### config.mk
export PLATFORM = sky130hd
export DESIGN_NAME = frame_relay_request_interceptor
export DESIGN_NICKNAME = d
export VERILOG_FILES = /design/src/frri_pkg.sv /design/src/frame_relay_request_interceptor.sv
export SDC_FILE = /design/constraint.sdc
export NUM_CORES = 1
export LEC_CHECK = 0
export ABC_AREA = 1
export BUFFER_PORTS_ARGS = -buffer_cell sky130_fd_sc_hd__buf_2
export CAP_MARGIN = 20
export CORE_AREA = 2 2 113 115
export CTS_BUF_LIST = sky130_fd_sc_hd__clkbuf_4 sky130_fd_sc_hd__clkbuf_8
export CTS_CLUSTER_DIAMETER = 40
export CTS_CLUSTER_SIZE = 14
export DETAILED_ROUTE_END_ITERATION = 7
export DIE_AREA = 0 0 115 117
export GPL_ROUTABILITY_DRIVEN = 0
export PLACE_DENSITY = 0.6
export SYNTH_ARGS = -nofsm -noshare
export SYNTH_HDL_FRONTEND = slang
export SYNTH_SLANG_ARGS = --single-unit
### constraint.sdc
create_clock -name clock -period 5.6 [get_ports clock]
set_clock_uncertainty 0.2 [all_clocks]
set_input_delay 0.28 -clock clock [delete_from_list [all_inputs] [get_ports clock]]
set_output_delay 0.28 -clock clock [all_outputs]
set_load 0.01 [all_outputs]
### src/frri_pkg.sv
// package with the constants, codes and types of the frame relay request interceptor
package frri_pkg;

   localparam int unsigned BYTE_W   = 8;
   localparam int unsigned MAX_RES  = 3;
   localparam int unsigned RES_CNT_W = $clog2(MAX_RES + 1);
   localparam int unsigned CSR_DATA_W = 32;
   localparam int unsigned CSR_ADDR_W = 3;

   localparam logic [BYTE_W-1:0] FRAME_REQ_LEN = 8'h03;
   localparam logic [BYTE_W-1:0] MIN_FRAME_LEN = 8'd2;

   localparam logic [BYTE_W-1:0] OPCODE_RESET   = 8'h90;
   localparam logic [BYTE_W-1:0] CHECKSUM_RESET = 8'h93;

   // register index, taken from paddr bit 2
   typedef enum logic {
      REG_OPCODE   = 1'b0,
      REG_CHECKSUM = 1'b1
   } csr_index_type;

   typedef enum logic {
      KIND_FORWARD = 1'b0,
      KIND_REQUEST = 1'b1
   } kind_type;

endpackage

### src/frame_relay_request_interceptor.sv
// top level of the frame relay request interceptor: input register, frame logic, result queue
// Host bytes enter on req_ one per handshake and land in an input register; from there one
// pass of logic updates the frame state and loads up to three results into a small result
// queue, which rsp_ drains one item per cycle while rsp_tready is high. A body thus streams
// at one byte per clock while rsp_tready stays high; an item that releases a held pair or a
// failed request frame loads two or three results into the queue, and the next item leaves
// the input register only once the queue is down to its last entry being taken. The input
// register accepts one more item while results still wait. Registers: 0x0 request opcode,
// 0x4 request checksum; write them only while no item is in flight.
module frame_relay_request_interceptor
   import frri_pkg::*;
(
   input  logic                    clock,
   input  logic                    reset,
   // host byte in
   input  logic                    req_tvalid,
   output logic                    req_tready,
   input  logic [BYTE_W-1:0]       req_tdata,    // [7:0] host_byte
   // results out
   output logic                    rsp_tvalid,
   input  logic                    rsp_tready,
   output logic [BYTE_W-1:0]       rsp_tdata,    // [7:0] board_byte
   output logic                    rsp_tuser,    // [0] kind
   output logic                    rsp_tlast,
   // configuration
   input  logic                    csr_psel,
   input  logic                    csr_penable,
   input  logic                    csr_pwrite,
   input  logic [CSR_ADDR_W-1:0]   csr_paddr,
   input  logic [CSR_DATA_W-1:0]   csr_pwdata,
   output logic [CSR_DATA_W-1:0]   csr_prdata,
   output logic                    csr_pready
);

   logic [BYTE_W-1:0]    opcode_ff;
   logic [BYTE_W-1:0]    checksum_ff;

   logic                 in_valid_ff;
   logic [BYTE_W-1:0]    in_byte_ff;

   logic [BYTE_W-1:0]    held0_ff, held0_in;
   logic [BYTE_W-1:0]    held1_ff, held1_in;
   logic [1:0]           held_count_ff, held_count_in;
   logic [BYTE_W-1:0]    body_left_ff, body_left_in;

   logic [BYTE_W-1:0]    out_byte_ff [MAX_RES];
   logic [BYTE_W-1:0]    out_byte_in [MAX_RES];
   logic                 out_kind_ff, out_kind_in;
   logic [RES_CNT_W-1:0] out_cnt_ff, out_cnt_in;

   logic [RES_CNT_W-1:0] res_cnt;
   logic [BYTE_W-1:0]    res_byte [MAX_RES];
   kind_type             res_kind;

   logic                 pop;
   logic                 advance;
   logic                 csr_write;
   csr_index_type        csr_index;

   // configuration port
   assign csr_pready = 1'b1;
   assign csr_write  = csr_psel & csr_penable & csr_pwrite & csr_pready;
   assign csr_index  = csr_index_type'(csr_paddr[2]);

   always_comb begin
      unique case (csr_index)
         REG_OPCODE:   csr_prdata = {{(CSR_DATA_W-BYTE_W){1'b0}}, opcode_ff};
         REG_CHECKSUM: csr_prdata = {{(CSR_DATA_W-BYTE_W){1'b0}}, checksum_ff};
         default:      csr_prdata = '0;
      endcase
   end

   always_ff @(posedge clock) begin
      if (reset) begin
         opcode_ff   <= OPCODE_RESET;
         checksum_ff <= CHECKSUM_RESET;
      end else if (csr_write) begin
         unique case (csr_index)
            REG_OPCODE:   opcode_ff   <= csr_pwdata[BYTE_W-1:0];
            REG_CHECKSUM: checksum_ff <= csr_pwdata[BYTE_W-1:0];
            default: ;
         endcase
      end
   end

   // handshakes
   assign pop        = rsp_tvalid & rsp_tready;
   assign advance    = in_valid_ff &
                       ((out_cnt_ff == '0) || ((out_cnt_ff == RES_CNT_W'(1)) && rsp_tready));
   assign req_tready = ~in_valid_ff | advance;

   always_ff @(posedge clock) begin
      if (reset) begin
         in_valid_ff <= 1'b0;
      end else if (req_tready) begin
         in_valid_ff <= req_tvalid;
      end
   end

   always_ff @(posedge clock) begin
      if (req_tvalid && req_tready) begin
         in_byte_ff <= req_tdata;
      end
   end

   // frame logic for the item in the input register
   always_comb begin
      held0_in      = held0_ff;
      held1_in      = held1_ff;
      held_count_in = held_count_ff;
      body_left_in  = body_left_ff;
      res_cnt       = '0;
      res_kind      = KIND_FORWARD;
      for (int i = 0; i < MAX_RES; i++) begin
         res_byte[i] = '0;
      end

      if (body_left_ff != '0) begin
         body_left_in = body_left_ff - BYTE_W'(1);
         res_cnt      = RES_CNT_W'(1);
         res_byte[0]  = in_byte_ff;
      end else if (held_count_ff >= 2'd2) begin
         // third byte of a candidate request frame
         held_count_in = 2'd0;
         if (in_byte_ff == checksum_ff) begin
            res_cnt  = RES_CNT_W'(1);
            res_kind = KIND_REQUEST;
         end else begin
            res_cnt     = RES_CNT_W'(3);
            res_byte[0] = held0_ff;
            res_byte[1] = held1_ff;
            res_byte[2] = in_byte_ff;
         end
      end else if (held_count_ff == 2'd0) begin
         if (in_byte_ff < MIN_FRAME_LEN) begin
            res_cnt     = RES_CNT_W'(1);
            res_byte[0] = in_byte_ff;
         end else begin
            held0_in      = in_byte_ff;
            held_count_in = 2'd1;
         end
      end else begin
         held1_in = in_byte_ff;
         if (held0_ff == FRAME_REQ_LEN && in_byte_ff == opcode_ff) begin
            held_count_in = 2'd2;
         end else begin
            held_count_in = 2'd0;
            // held0 is at least the minimum length here
            body_left_in  = held0_ff - MIN_FRAME_LEN;
            res_cnt       = RES_CNT_W'(2);
            res_byte[0]   = held0_ff;
            res_byte[1]   = in_byte_ff;
         end
      end
   end

   always_ff @(posedge clock) begin
      if (reset) begin
         held_count_ff <= 2'd0;
         body_left_ff  <= '0;
      end else if (advance) begin
         held_count_ff <= held_count_in;
         body_left_ff  <= body_left_in;
      end
   end

   always_ff @(posedge clock) begin
      if (advance) begin
         held0_ff <= held0_in;
         held1_ff <= held1_in;
      end
   end

   // result queue, head in entry 0
   always_comb begin
      out_cnt_in  = out_cnt_ff;
      out_kind_in = out_kind_ff;
      for (int i = 0; i < MAX_RES; i++) begin
         out_byte_in[i] = out_byte_ff[i];
      end
      if (advance) begin
         out_cnt_in  = res_cnt;
         out_kind_in = res_kind;
         for (int i = 0; i < MAX_RES; i++) begin
            out_byte_in[i] = res_byte[i];
         end
      end else if (pop) begin
         out_cnt_in  = out_cnt_ff - RES_CNT_W'(1);
         out_kind_in = KIND_FORWARD;
         for (int i = 0; i < MAX_RES - 1; i++) begin
            out_byte_in[i] = out_byte_ff[i+1];
         end
      end
   end

   always_ff @(posedge clock) begin
      if (reset) begin
         out_cnt_ff  <= '0;
         out_kind_ff <= KIND_FORWARD;
      end else begin
         out_cnt_ff  <= out_cnt_in;
         out_kind_ff <= out_kind_in;
      end
   end

   always_ff @(posedge clock) begin
      for (int i = 0; i < MAX_RES; i++) begin
         out_byte_ff[i] <= out_byte_in[i];
      end
   end

   assign rsp_tvalid = (out_cnt_ff != '0);
   assign rsp_tdata  = out_byte_ff[0];
   assign rsp_tuser  = out_kind_ff;
   assign rsp_tlast  = (out_cnt_ff == RES_CNT_W'(1));

   // checks
   a_request_alone: assert property (@(posedge clock) disable iff (reset)
      rsp_tvalid && rsp_tuser |-> rsp_tlast && rsp_tdata == '0)
      else $error("request result not a lone zero item");

   a_no_body_while_held: assert property (@(posedge clock) disable iff (reset)
      held_count_ff != 2'd0 |-> body_left_ff == '0)
      else $error("frame body count set while bytes are held");

   a_queue_drained: assert property (@(posedge clock) disable iff (reset)
      advance |=> out_cnt_ff == $past(res_cnt))
      else $error("result queue overwritten before drained");

endmodule

==> results of run 1 <==
==> through the flow <==
| stage | worst slack [ns] | instance area (sq um) | std cells | utilization |
|---|---|---|---|---|
| floorplan | 3.387 | 4314 | 549 | - |
| global placement | 2.274 | 4398 | 695 | 0.3572 |
| detailed placement | 2.182 | 4398 | 695 | 0.3572 |
| CTS | 2.146 | 4768 | 725 | 0.3873 |
| global route | 1.850 | 4768 | 725 | 0.3873 |
| finish | 2.199 | 4768 | 725 | 0.3873 |
==> cell usage in the layout, fill, tap and decap left out, types with 2 or more instances in the layout <==
| cell type | synthesis | final |
|---|---|---|
| a21oi_1 | 21 | 21 |
| a21oi_2 | 3 | 3 |
| buf_2 | 3 | 43 |
| bufinv_16 | 0 | 2 |
| clkbuf_8 | 0 | 10 |
| clkinvlp_4 | 0 | 2 |
| conb_1 | 2 | 25 |
| dfxtp_1 | 30 | 30 |
| dlygate4sd3_1 | 0 | 14 |
| edfxtp_1 | 48 | 48 |
| ha_1 | 5 | 5 |
| inv_1 | 45 | 45 |
| inv_2 | 6 | 6 |
| inv_6 | 0 | 2 |
| nand2_1 | 138 | 138 |
| nand2_2 | 4 | 4 |
| nand2_4 | 2 | 2 |
| nand3_1 | 33 | 33 |
| nand3_2 | 3 | 3 |
| nand4_1 | 9 | 9 |
| nor2_1 | 59 | 59 |
| nor2_2 | 5 | 5 |
| nor3_1 | 4 | 4 |
| o21ai_0 | 34 | 34 |
| o21bai_1 | 7 | 7 |
| or2_2 | 4 | 4 |
| xnor2_1 | 5 | 5 |
| xor2_1 | 5 | 5 |
==> worst min-delay path, delay by kind of cell <==
kind	cells	cell delay [ns]
compound gates	2	0.17
buf+inv	1	0.08
==> power by group <==
| group | leakage, nW | internal, W | switching (W) |
|---|---|---|---|
| registers | 0.702 | 0.000805 | 0.0000862 |
| logic | 1.33 | 0.000377 | 0.000795 |
| clock network | 0.110 | 0.000266 | 0.000221 |
==> sequential cells by signal, indices dropped and copies added, names as in the netlist <==
signal,cells
body_left_ff,8
checksum_ff,8
held0_ff,8
held1_ff,8
held_count_ff,2
in_byte_ff,8
in_valid_ff,1
opcode_ff,8
out_byte_ff,24
out_cnt_ff,2
rsp_tuser,1
==> path summary, 6_finish.rpt <==
kind	startpoint	endpoint	slack (ns)
max	out_cnt_ff[0]	out_byte_ff[0][15]	2.20
min	csr_pwdata[5]	opcode_ff[5]	0.02
max reg2reg	out_cnt_ff[0]	out_byte_ff[0][15]	2.20
min reg2reg	rsp_tuser	rsp_tuser	0.28
==> cells in the mapped netlist <==
library cell and n:
a21oi_1 21, a21oi_2 3, a31oi_1 1, and2_1 1, buf_2 3, buf_4 33, buf_6 2, clkbuf_1 9
clkinv_1 1, conb_1 2, dfxtp_1 30, edfxtp_1 48, ha_1 5, inv_1 45, inv_2 6, nand2_1 138
nand2_2 4, nand2_4 2, nand3_1 33, nand3_2 3, nand4_1 9, nor2_1 59, nor2_2 5, nor2_4 1
nor2b_1 1, nor3_1 4, o211ai_1 1, o21a_1 1, o21ai_0 34, o21bai_1 7, or2_2 4, xnor2_1 5
xor2_1 5
==> routing by layer <==
metal	GRT usage	up-vias	routed length, microns
met1	0.2054	1508	4453
li1	-	1728	-
met5	0	-	0
met2	0.2565	101	4613
met3	0.03038	9	633
met4	0.04578	0	97
==> timing repair <==
item / in CTS / in global routing
hold endpoints to repair: 16 / 0
hold buffers: 14 / 0
buffers inserted: 0 / 0
==> cells by family after synthesis <==
| group | share of synthesized area |
|---|---|
| xor gates and xnor gates | 0.02072 |
| buffers and inverters | 0.1216 |
| and+or+nand+nor | 0.2693 |
| AOI/OAI and AO/OA | 0.08879 |
| adders and majority gates | 0.01480 |
| other | 0.001776 |
| DFF | 0.4830 |
==> layout make-up <==
cell class	count	share of cell area
timing repair buffer	57	0.07452
multi-input combinational	372	0.3687
inverter	52	0.04093
sequential	78	0.4282
clock buffer	10	0.02886
tap	150	0.03936
clock inverter	6	0.01942
==> flow_metrics.tcl, run 1 <==
set metrics [dict create \
    overflow 0 \
    die_w_microns 115 \
    place_hpwl_microns 7201 \
    dieArea_sq_um 13460 \
    drtAntennaViolNets 0 \
    grt_max_degree 23 \
    clock_latency_ns 0.36 \
    htreeDepth 3 \
    crit_top_cell "nand2_1" \
    maxSlewHeadroom 0.3846 \
    hold_viol 0 \
    cp-start-kind "register" \
    ir_worst_vdd_uv 264.2 \
    p_leak_nw 2.141 \
    synth_cell_types 33 \
    num_vias 3346 \
    reg2reg_depth 12 \
    rsz0062_at_grt "false" \
    clock-sinks 78 \
    start_util 0.3434 \
    first_iter_violations 235 \
    nets 625 \
    worst_slew_pin_slew_ns 0.9231 \
    slew_viol_final 0 \
    routed_wl_microns 9797 \
    cpPeakStageDelay_ns 0.74 \
    syn2layout_area_growth_pct 12.78 \
    synth_top_area_cell "edfxtp_1" \
    die_h_microns 117 \
    crit_cells 12 \
    rows 41 \
    drive_gt1_frac 0.1513 \
    crit_arrival_ns 3.31 \
    syn_area_per_cell_sq_um 8.038 \
    whs_ns 0.02146 \
    ios 95 \
    cp_cell_sequence "inv_1 -> ha_1 -> inv_1 -> nand2_1 -> nand2_1 -> clkinv_1 -> nand2_1 -> inv_2 -> nand2_1 -> inv_1 -> nand2_1 -> nand2_1" \
    root_buffer "clkbuf_8" \
    cts_buffers 9 \
    ys_ff_latch 78 \
    numPortBuffers 43 \
    cts_tree "yes" \
    multi_input_comb_area_sq_um 1758 \
    critPathSlowestCell "clkinv_1" \
    p_per_area_nw_per_um2 534.7 \
    grt_usage 0.1543 \
    finalSetupTns_ns 0 \
    status "finished clean" \
    min_path_cells 3 \
    regArea_sq_um 2042 \
    drc 0 \
    wl_per_cell_microns 13.51 \
    drt_pass1_iterations 5 \
    fin_crit_ns 3.401 \
    routed_via_density 4.615 \
    hp-class "in2reg" \
    ctsResizeCount 0 \
    coreArea_sq_um 12310 \
    grt_pass1_wl_microns 15770 \
    cp-end-kind "register" \
    fill_cells 1289 \
    ys_seq_area_frac 0.4830 \
    synth_area_leaders "edfxtp_1 34%, dfxtp_1 14%, nand2_1 12%, buf_4 5.9%, nor2_1 5.2%" \
    clk_path_buf_depth 2 \
    crit_fanout 20 \
    fmax_mhz 294.0 \
    required_ns 5.51 \
    antenna_found_initial 0 \
    drv_cap 0 \
    yosysTopAreaCellShare 0.3409 \
    yosysWarnings 0 \
    setup_viol 0 \
    clk_pin_slew_ns 0.08 \
    path_buf_inv 5 \
    p_total_w 0.002549 \
    grt_pass1_vias 3128 \
    crit_type "reg2reg" \
    syn_area_sq_um 4228 \
    insertedDiodeCount 0 \
    synth_cells 526 \
    path_delay_family "simple AND/OR/NAND/NOR gates" \
    fin_crit_sh 0.6073 \
]
No activity file was read; power rests on OpenSTA's default activity.
==> run 2: changes to the inputs <==
--- a/config.mk
+++ b/config.mk
@@ -15,7 +15,7 @@
 export DETAILED_ROUTE_END_ITERATION = 7
 export DIE_AREA = 0 0 115 117
 export GPL_ROUTABILITY_DRIVEN = 0
-export PLACE_DENSITY = 0.6
+export PLACE_DENSITY = 0.62
 export SYNTH_ARGS = -nofsm -noshare
 export SYNTH_HDL_FRONTEND = slang
 export SYNTH_SLANG_ARGS = --single-unit
==> constraint.sdc (replaced) <==
create_clock -name clock -period 2.75 [get_ports clock]
set_clock_uncertainty 0.2 [all_clocks]
set_input_delay 0.1375 -clock clock [delete_from_list [all_inputs] [get_ports clock]]
set_output_delay 0.1375 -clock clock [all_outputs]
set_load 0.01 [all_outputs]
==> flow_metrics.tcl, run 2 (synthesis results as in run 1) <==
set metrics [dict create \
    p_sw_w 0.002241 \
    m1WireLength_microns 4384 \
    p_seq_frac 0.343 \
    fin_crit_sh 0.8289 \
    cp_cell_sequence "inv_1 -> ha_1 -> nand3_1 -> nor2_4 -> inv_1 -> nor3_1 -> nand2_1 -> inv_1" \
    numPortBuffers 43 \
    routed_via_density 4.707 \
    start_util 0.3434 \
    finalSetupTns_ns 0 \
    fin_crit_ns 2.280 \
    final_common_cell "nand2_1" \
    p_per_area_nw_per_um2 1080 \
    fill_cells 1234 \
    whs_endpoint "checksum_ff[2]" \
    whs_ns 0.1566 \
    first_iter_violations 259 \
    grt_pass1_wl_microns 15860 \
    worst_slew_pin_slew_ns 0.6932 \
    rsz0062_at_grt "false" \
    routed-wl-met2_microns 4790 \
    cpPeakStageDelay_ns 0.33 \
    die_w_microns 115 \
    num_vias 3483 \
    rows 41 \
    syn2layout_area_growth_pct 15.36 \
    path_buf_inv 3 \
    cts_tree "yes" \
    path_delay_family "simple AND/OR/NAND/NOR gates" \
    reg2reg_depth 8 \
    cp-start-kind "register" \
    drtAntennaViolNets 0 \
    regArea_sq_um 2042 \
    grt_usage 0.1540 \
    r2r-start "body_left_ff[0]" \
    overflow 0 \
    status "finished clean" \
    routed_wl_microns 9796 \
    crit_fanout 8 \
    drv_cap 0 \
    hold_viol 0 \
    required_ns 2.58 \
    nets 640 \
    cp-end-kind "register" \
    swShare 0.4255 \
    slew_viol_final 0 \
    crit_top_cell "inv_1" \
    coreArea_sq_um 12310 \
    p_leak_nw 2.202 \
    clock_latency_ns 0.36 \
    ir_worst_vdd_uv 588.2 \
    dr_wl_met3_microns 505 \
    die_h_microns 117 \
    fmax_mhz 438.7 \
    final_cell_mix "138 x nand2_1, 59 x nor2_1, 48 x edfxtp_1" \
    wl_per_cell_microns 13.24 \
    cts_buffers 9 \
    critPathSlowestCell "dfxtp_1" \
    worstHoldStart "csr_pwrite" \
    rrSetupSlack_ns 0.47 \
    clk_pin_slew_ns 0.08 \
    timing.rr.end "held0_ff[7]" \
    root_buffer "clkbuf_8" \
    grt_max_degree 23 \
    maxSlewHeadroom 0.5374 \
    highest_layer "met4" \
    antenna_found_initial 0 \
    top_register "out_byte_ff" \
    setup_viol 0 \
    combPwrFrac 0.487 \
    clock-sinks 78 \
    min_path_cells 3 \
    place_hpwl_microns 7395 \
    insertedDiodeCount 0 \
    drive_gt1_frac 0.1610 \
    multi_input_comb_area_sq_um 1758 \
    grt_pass1_vias 3245 \
    crit_arrival_ns 2.11 \
    crit_type "reg2reg" \
    dieArea_sq_um 13460 \
    drt_pass1_iterations 5 \
    ios 95 \
    p_int_w 0.003027 \
    hp-class "in2reg" \
    largest_reg_flops 24 \
    htreeDepth 3 \
    drc 0 \
    pwr-share-clk 0.170 \
    clk_path_buf_depth 2 \
]
run 2: metal layers:
layer	vias up	global-route usage
li1	1762	-
met1	1615	0.1900
met2	95	0.2694
met3	11	0.03038
met4	0	0.05462
met5	-	0
run 2: how the worst max path moves through the flow:
| stage | startpoint | endpoint | slack [ns] | depth (start not counted) |
|---|---|---|---|---|
| 6_report | body_left_ff[0] | held0_ff[7] | 0.47 | 8 |
| 3_3_place_gp | in_byte_ff[7] | out_byte_ff[0][2] | 0.57 | 8 |
| 4_1_cts | body_left_ff[0] | held0_ff[7] | 0.49 | 8 |
| 2_1_floorplan | out_cnt_ff[0] | out_byte_ff[0][15] | 0.54 | 12 |
| 5_1_grt | out_cnt_ff[0] | out_byte_ff[0][9] | 0.32 | 12 |
| 3_5_place_dp | body_left_ff[0] | held0_ff[4] | 0.51 | 8 |
run 2: cell type report:
cell class | count | area share
inverters | 52 | 0.04002
multi-input cells | 372 | 0.3604
well taps | 150 | 0.03848
repair buffers | 72 | 0.09954
clock buffers | 13 | 0.03412
clock inverters | 3 | 0.008722
flip-flops and latches | 78 | 0.4187
run 2: per-stage QoR:
step                      worst slack, ns  instances  area, sq um    util  power, W
final                              0.4705        740         4877  0.3961  0.005268
after floorplan                    0.5370        549         4314       -  0.003839
after detailed placement           0.5112        703         4458  0.3621  0.004372
after CTS                          0.4911        740         4877  0.3961  0.005301
after global routing               0.3209        740         4877  0.3961  0.005690
after global placement             0.5674        703         4458  0.3621  0.004315
run 2: worst reg2reg max path, stage by stage, from the launching register on:
cell     delay (ns)
dfxtp_1        0.33
inv_1          0.10
ha_1           0.15
nand3_1        0.11
nor2_4         0.29
inv_1          0.10
nor3_1         0.29
nand2_1        0.12
inv_1          0.27
run 2: what timing repair did:
item / 4_1_cts / 5_1_grt
gates resized for setup: 0 / 0
hold buffers: 21 / 0
hold endpoints to repair: 29 / 0
buffers inserted: 0 / 0
run 2: power by group through the flow:
stage / combinational [W] / sequential [W] / clock [W]
2_1_floorplan: 0.00206 / 0.00178 / 0
5_1_grt: 0.00288 / 0.00184 / 0.000971
3_3_place_gp: 0.00249 / 0.00183 / 0
6_report: 0.00257 / 0.00180 / 0.000897
4_1_cts: 0.00257 / 0.00181 / 0.000922
3_5_place_dp: 0.00254 / 0.00184 / 0
==> run 3: changes to the inputs <==
--- a/config.mk
+++ b/config.mk
@@ -15,7 +15,7 @@
 export DETAILED_ROUTE_END_ITERATION = 7
 export DIE_AREA = 0 0 115 117
 export GPL_ROUTABILITY_DRIVEN = 0
-export PLACE_DENSITY = 0.62
+export PLACE_DENSITY = 0.6
 export SYNTH_ARGS = -nofsm -noshare
 export SYNTH_HDL_FRONTEND = slang
 export SYNTH_SLANG_ARGS = --single-unit
==> constraint.sdc (replaced) <==
create_clock -name clock -period 2.1 [get_ports clock]
set_clock_uncertainty 0.2 [all_clocks]
set_input_delay 0.105 -clock clock [delete_from_list [all_inputs] [get_ports clock]]
set_output_delay 0.105 -clock clock [all_outputs]
set_load 0.01 [all_outputs]
==> flow_metrics.tcl, run 3 (synthesis results as in run 1) <==
set metrics [dict create \
    required_ns 2.10 \
    die_h_microns 117 \
    routed_via_density 4.661 \
    finalSetupTns_ns 0 \
    place_hpwl_microns 7739 \
    cp-start-kind "register" \
    fin_crit_ns 2.001 \
    routed_wl_microns 10450 \
    drt_pass1_iterations 5 \
    htreeDepth 3 \
    num_vias 3617 \
    fin_crit_sh 0.9529 \
    whs_ns 0.1159 \
    first_iter_violations 236 \
    clk_path_buf_depth 2 \
    drtAntennaViolNets 0 \
    rows 41 \
    root_buffer "clkbuf_8" \
    cp-end-kind "register" \
    wl_per_cell_microns 13.47 \
    die_w_microns 115 \
    crit_type "reg2reg" \
    status "finished clean" \
    ios 95 \
    drv_cap 0 \
    regArea_sq_um 2042 \
    p_leak_nw 2.380 \
    dieArea_sq_um 13460 \
    multi_input_comb_area_sq_um 1818 \
    crit_arrival_ns 2.00 \
    p_total_w 0.007446 \
    drive_gt1_frac 0.2316 \
    overflow 0 \
    setup_viol 0 \
    p_per_area_nw_per_um2 1432 \
    hp-class "in2reg" \
    start_util 0.3434 \
    fmax_mhz 499.7 \
    numPortBuffers 43 \
    cts_tree "yes" \
    hold_viol 0 \
    clk_pin_slew_ns 0.08 \
    clock_latency_ns 0.36 \
    grt_pass1_wl_microns 16660 \
    syn2layout_area_growth_pct 23.02 \
    rrSetupSlack_ns 0.1 \
    top_register "out_byte_ff" \
    drc 0 \
    nets 676 \
    antenna_found_initial 0 \
    final_cell_mix "135 x nand2_1, 54 x nor2_1, 48 x edfxtp_1" \
    crit_fanout 7 \
    ir_worst_vdd_uv 599.0 \
    grt_pass1_vias 3366 \
    grt_usage 0.1626 \
    grt_max_degree 19 \
    slew_viol_final 0 \
    cts_buffers 9 \
    fill_cells 1235 \
    insertedDiodeCount 0 \
    final_common_cell "nand2_1" \
    largest_reg_flops 24 \
    clock-sinks 78 \
    coreArea_sq_um 12310 \
    fin_util 0.4225 \
]
## run 3: cell types whose count changed in the layout (fill, tap and decap cells not counted), sizes merged
cell | before | now
clkbuf | 13 | 12
inv | 51 | 52
buf | 51 | 86
dlygate4sd3 | 21 | 22
## run 3: path summary, 6_finish.rpt
check / start / endpoint / cells after the start
hold / removal: csr_pwrite / checksum_ff[5] / 3
setup reg to reg: body_left_ff[0] / out_byte_ff[0][4] / 10
hold reg to reg: rsp_tuser / rsp_tuser / 2
setup / recovery: body_left_ff[0] / out_byte_ff[0][4] / 10
## run 3: per-layer routing
layer / track usage / routed length [microns]
met5: 0 / 0
met3: 0.03450 / 599
met4: 0.04257 / 109
met2: 0.2733 / 4955
met1: 0.2143 / 4789
## run 3: power by group
part	leakage, nW	internal, W	total [W]	switching, W
logic	1.58	0.00157	0.00396	0.00239
registers	0.702	0.00214	0.00235	0.000208
clock network	0.101	0.000586	0.00113	0.000548
## run 3: final cells by class
type                       count  area share
clock buffer                  12     0.02815
clock inverter                 4    0.009141
inverter                      52     0.03801
multi-input combinational    372      0.3495
sequential                    78      0.3926
tap                          150     0.03608
timing repair buffer         108      0.1465
## run 3: timing repair
item | in CTS | in global routing
setup buffers | 1 | 7
gates resized for setup | 1 | 19
endpoints found under the setup margin | 10 | 34
pin swaps | 0 | 2
hold buffers | 22 | 0
hold endpoints to repair | 30 | 0
## run 3: critical path: stages (launching register included)
cell and delay (ns):
dfxtp_1 0.34, inv_1 0.11, ha_1 0.16, nand3_1 0.12, nor2_4 0.14, buf_6 0.16, nand2_4 0.05, o21bai_1 0.17
nand2_2 0.13, nand2_4 0.11, o21bai_1 0.16
## run 3: through the flow
step	setup slack (ns)	instances	cell area (sq um)
3_3_place_gp	-0.04902	730	4662
2_1_floorplan	0.01243	549	4315
3_5_place_dp	-0.03141	730	4662
6_report	0.09886	776	5201
4_1_cts	0.006150	769	5084
5_1_grt	-0.007402	776	5201
